$ cat src/rtl/core/rtda_pkg.sv
// ----------------------------------------------------------------------------
// rtda_pkg
// Shared types and constants of the top-down range allocator.
// ----------------------------------------------------------------------------
package rtda_pkg;

  localparam int unsigned VAL_W = 53;
  localparam int unsigned TOT_W = 64;
  localparam int unsigned ST_W  = 3;
  localparam int unsigned OP_W  = 2;

  // width of the physical address space
  localparam int unsigned ADDR_BITS = 52;

  localparam logic [OP_W-1:0] OP_CLEAR = 2'd0;
  localparam logic [OP_W-1:0] OP_ADD   = 2'd1;
  localparam logic [OP_W-1:0] OP_ALLOC = 2'd2;
  localparam logic [OP_W-1:0] OP_SEAL  = 2'd3;

  localparam logic [ST_W-1:0] ST_OK     = 3'd0;
  localparam logic [ST_W-1:0] ST_NOFIT  = 3'd1;
  localparam logic [ST_W-1:0] ST_FULL   = 3'd2;
  localparam logic [ST_W-1:0] ST_SEALED = 3'd3;
  localparam logic [ST_W-1:0] ST_ZERO   = 3'd4;

  localparam logic [VAL_W-1:0] LOW_FLOOR = 53'd1 << 20;
  localparam logic [VAL_W-1:0] ADDR_TOP  = 53'd1 << ADDR_BITS;

  // one range as it travels through the chain
  typedef struct packed {
    logic             vld;
    logic [VAL_W-1:0] rstart;
    logic [VAL_W-1:0] rend;
  } range_t;

endpackage

$ cat src/rtl/core/rtda_cell.sv
// ----------------------------------------------------------------------------
// rtda_cell
// One slot of the range chain: holds a range and shifts it to its neighbor.
// ----------------------------------------------------------------------------
module rtda_cell (
  input  logic              clk_i,
  input  logic              shift_i,
  input  logic              load_i,
  input  rtda_pkg::range_t  nbr_i,
  input  rtda_pkg::range_t  load_val_i,
  output rtda_pkg::range_t  slot_o
);

  rtda_pkg::range_t slot_q, slot_d;

  // load wins over shift; otherwise hold
  always_comb begin
    slot_d = slot_q;
    if (load_i) begin
      slot_d = load_val_i;
    end else if (shift_i) begin
      slot_d = nbr_i;
    end
  end

  always_ff @(posedge clk_i) begin
    slot_q <= slot_d;
  end

  assign slot_o = slot_q;

endmodule

$ cat config.mk
export PLATFORM = sky130hd
export DESIGN_NAME = rtda_cell
export DESIGN_NICKNAME = d
export VERILOG_FILES = /design/src/rtl/core/rtda_pkg.sv /design/src/rtl/core/rtda_cell.sv
export SDC_FILE = /design/constraint.sdc
export NUM_CORES = 1
export LEC_CHECK = 0
export BUFFER_PORTS_ARGS = -buffer_cell sky130_fd_sc_hd__buf_2
export CORE_MARGIN = 8
export CORE_UTILIZATION = 30
export CTS_CLUSTER_DIAMETER = 80
export CTS_CLUSTER_SIZE = 25
export DETAILED_ROUTE_END_ITERATION = 8
export RECOVER_POWER = 100
export REMOVE_ABC_BUFFERS = 1
export SLEW_MARGIN = 40
export SYNTH_ARGS = -nofsm -noshare
export SYNTH_HDL_FRONTEND = slang
export SYNTH_SLANG_ARGS = --single-unit
$ cat constraint.sdc
create_clock -name clk_i -period 5.2 [get_ports clk_i]
set_input_delay 1.04 -clock clk_i [delete_from_list [all_inputs] [get_ports clk_i]]
set_output_delay 1.04 -clock clk_i [all_outputs]
set_load 0.05 [all_outputs]
==> Flow_metrics.wiki <==
{| class="wikitable"
! Metric !! Value
|-
| Final hold violations || 0
|-
| Net load switching power || 0.7657 mW
|-
| Die outline area || 19480 µm²
|-
| Sequential cell fraction of total power || 44.4%
|-
| Bufs on Longest Clock Path || 2
|-
| Most area-hungry cell type in the Yosys netlist || edfxtp_1
|-
| Remaining max-slew budget at the tightest pin || -48.90%
|-
| Die Ht || 139.6 µm
|-
| Internal power || 1.678 mW
|-
| Number of routed nets with antenna violations || 0
|-
| Critical path's slowest cell || or2_1
|-
| Number of max-capacitance violations reported || 1
|-
| Total number of nets in the final design || 768
|-
| Buffer count from post-CTS setup fixing || 0
|-
| Hold worst-path end || slot_o[95]
|-
| Xor/xnor share of the synthesized area || 0%
|-
| Quantity of hold-fixing buffers added after cts || 0
|-
| Worst Hold Path Cells || 2
|-
| Synth area leaders || edfxtp_1, mux2_2, mux2_4
|-
| Portion of the clock cycle consumed by the worst path in the final layout || 71.74%
|-
| Violated checks || max-capacitance violations, max-slew violations
|-
| Area Overhead vs Synth || 42.17%
|-
| Proportion of synthesized area in mux cells || 27.86%
|-
| Cell Area, Synth || 4581 µm²
|-
| Post-synthesis sequential element count || 107
|-
| Maximum single-stage delay on the critical path || 1.70 ns
|-
| Max FFs per register || 107
|-
| Worst endpoint data arrival time || 3.74 ns
|-
| Unique masters post-synth || 6
|-
| Count of placed standard cells including taps || 728
|-
| Number of vias in the routed layout || 3206
|-
| Overall routed net length || 13.30 mm
|-
| Relative contribution of combinational cells to total power || 24.5%
|-
| Commonest non-fill, non-tap cell in the layout || buf_2
|-
| Starting DRC count in detailed routing || 88
|-
| Slew of the pin with the lowest slew margin || 2.234 ns
|-
| Wire length of the first global-routing pass || 19.93 mm
|-
| Number of global-route vias before repair || 3681
|-
| Mean cell area of the mapped netlist || 20.18 µm²
|-
| Switching part of the total power || 31.33%
|-
| Number of instances resized during post-cts repair || 0
|-
| Antenna violations before repair || 1
|-
| Final Max Tran Viols || 53
|-
| Family with the most delay on the worst path || simple AND/OR/NAND/NOR gates
|-
| Part of the power in the clock network || 31.1%
|-
| Worst Hold Class || input port to flop
|-
| Sequential area share after synthesis || 70.14%
|-
| Ratio of routed vias to standard cells || 4.315
|-
| Type of element launching the critical path || input port
|-
| Cell-by-cell listing of the critical path || buf_4 -> or2_1 -> buf_12
|-
| Setup repair after global routing missed its margin || false
|-
| Initial core utilization || 30.36%
|-
| Pin count of the biggest net entering global routing || 56
|-
| Core footprint || 15090 µm²
|-
| Final Core Density || 43.16%
|-
| Die Wd || 139.6 µm
|-
| GP Congestion || 0.8021
|-
| Clock transition at path regs || 0.07 ns
|-
| Post-Synth Adder-Cell Area || 0%
|-
| Simple-gate area share of the yosys netlist || 0.1366%
|-
| Worst setup path startpoint || load_i
|-
| Buffering stage count on the worst path with inverters included || 2
|-
| H-tree lvl count || 3
|-
| Post-detailed-route wirelength per cell || 17.91 µm
|-
| CTS buffer count || 9
|-
| Fmax || 268.0 MHz
|-
| Master cell of the clock root buffer || clkbuf_16
|-
| TNS Setup || 0 ns
|-
| Worst supply voltage drop on vdd || 0.1716 mV
|-
| Final period demand of the worst path || 3.731 ns
|-
| LEAKAGE || 2.676 nW
|-
| Drt drc || 0
|-
| Clock tree from TritonCTS || done
|-
| Final cell count without fillers || 743
|-
| Buffers on Ports || 323
|-
| Proportion of layout cells with a drive suffix above 1 || 58.20%
|-
| Total grt overflow || 0
|-
| Power density over cell area || 375.3 nW/µm²
|-
| Maximum fanout along the worst path || 55
|-
| Placed cell area || 6380 µm²
|-
| Worst hold path startpoint || nbr_i[95]
|-
| Capturing element type of the critical path || flop
|-
| Status || finished with violations
|-
| Portion of synthesized cell area occupied by the leading cell type || 70.14%
|-
| Cells after synthesis || 227
|-
| Compound-cell area share of the yosys netlist || 0%
|-
| Cell area after layout || 6513 µm²
|-
| Worst Path Class, Setup || input port to flop
|-
| I/O pins || 324
|-
| Final setup violation count || 0
|-
| Dominant combinational cell family by area after synthesis || multiplexers
|-
| Site Rows || 45
|-
| Leading cell types in the layout, fill and taps excluded || buf_2, clkbuf_1, edfxtp_1
|-
| Data required time of the worst path || 5.21 ns
|-
| Sink Count || 107
|-
| Combined global-route utilization of all metal layers || 13.17%
|-
| Count of yosys warnings during synthesis || 0
|-
| HPWL reported at the end of detailed placement || 10.72 mm
|-
| Number of detailed-route iterations in the first pass || 4
|-
| Number of diodes || 0
|}
-- stage by stage --
stage	total power, mW	hold WS, ns	setup WS (ns)
3_3_place_gp	1.735	1.340	2.117
2_1_floorplan	1.533	1.257	1.334
3_5_place_dp	1.743	1.343	2.033
5_1_grt	2.543	0.9674	1.190
4_1_cts	2.511	0.9741	2.407
6_report	2.444	0.9893	1.469
-- layout make-up --
type	instances	area [µm²]
clock inverter	5	102.6
sequential	107	3213
fill	1439	8577
timing repair buffer	325	1510
tap	188	235.2
multi-input combinational	108	1222
clock buffer	10	229.0
-- logic make-up after synthesis --
kind of cell  Yosys count
flops                 107
mux                   107
buf+inv                12
simple gates            1
-- synth_stat cells (all sizes together) --
| cell | instances |
|---|---|
| buf | 12 |
| edfxtp | 107 |
| mux2 | 107 |
| or2 | 1 |
-- how the worst max path moves through the flow --
stage / to / slack [ns] / cells past startpoint
2_1_floorplan: slot_o[0] / 1.33 / 1
3_3_place_gp: slot_o[70] / 2.12 / 3
3_5_place_dp: slot_o[8] / 2.03 / 3
4_1_cts: slot_o[103] / 2.41 / 3
5_1_grt: slot_o[83] / 1.19 / 3
6_report: slot_o[83] / 1.47 / 3
-- power by group through the flow --
| stage | Clock [mW] | Combinational (mW) | Sequential [mW] |
|---|---|---|---|
| final | 0.761 | 0.599 | 1.08 |
| after global routing | 0.822 | 0.626 | 1.09 |
| after global placement | 0 | 0.637 | 1.10 |
| after floorplan | 0 | 0.0871 | 1.45 |
| after detailed placement | 0 | 0.643 | 1.10 |
| after CTS | 0.785 | 0.644 | 1.08 |
-- routing by layer --
| layer | GRT usage, % | up-vias | wire [µm] |
|---|---|---|---|
| met4 | 4.800 | 2 | 160 |
| met1 | 12.71 | 1482 | 4626 |
| met5 | 0 | - | 13 |
| met3 | 6.566 | 13 | 1506 |
| li1 | - | 1543 | - |
| met2 | 23.78 | 166 | 6998 |
Power figures use the tool's default switching activity.
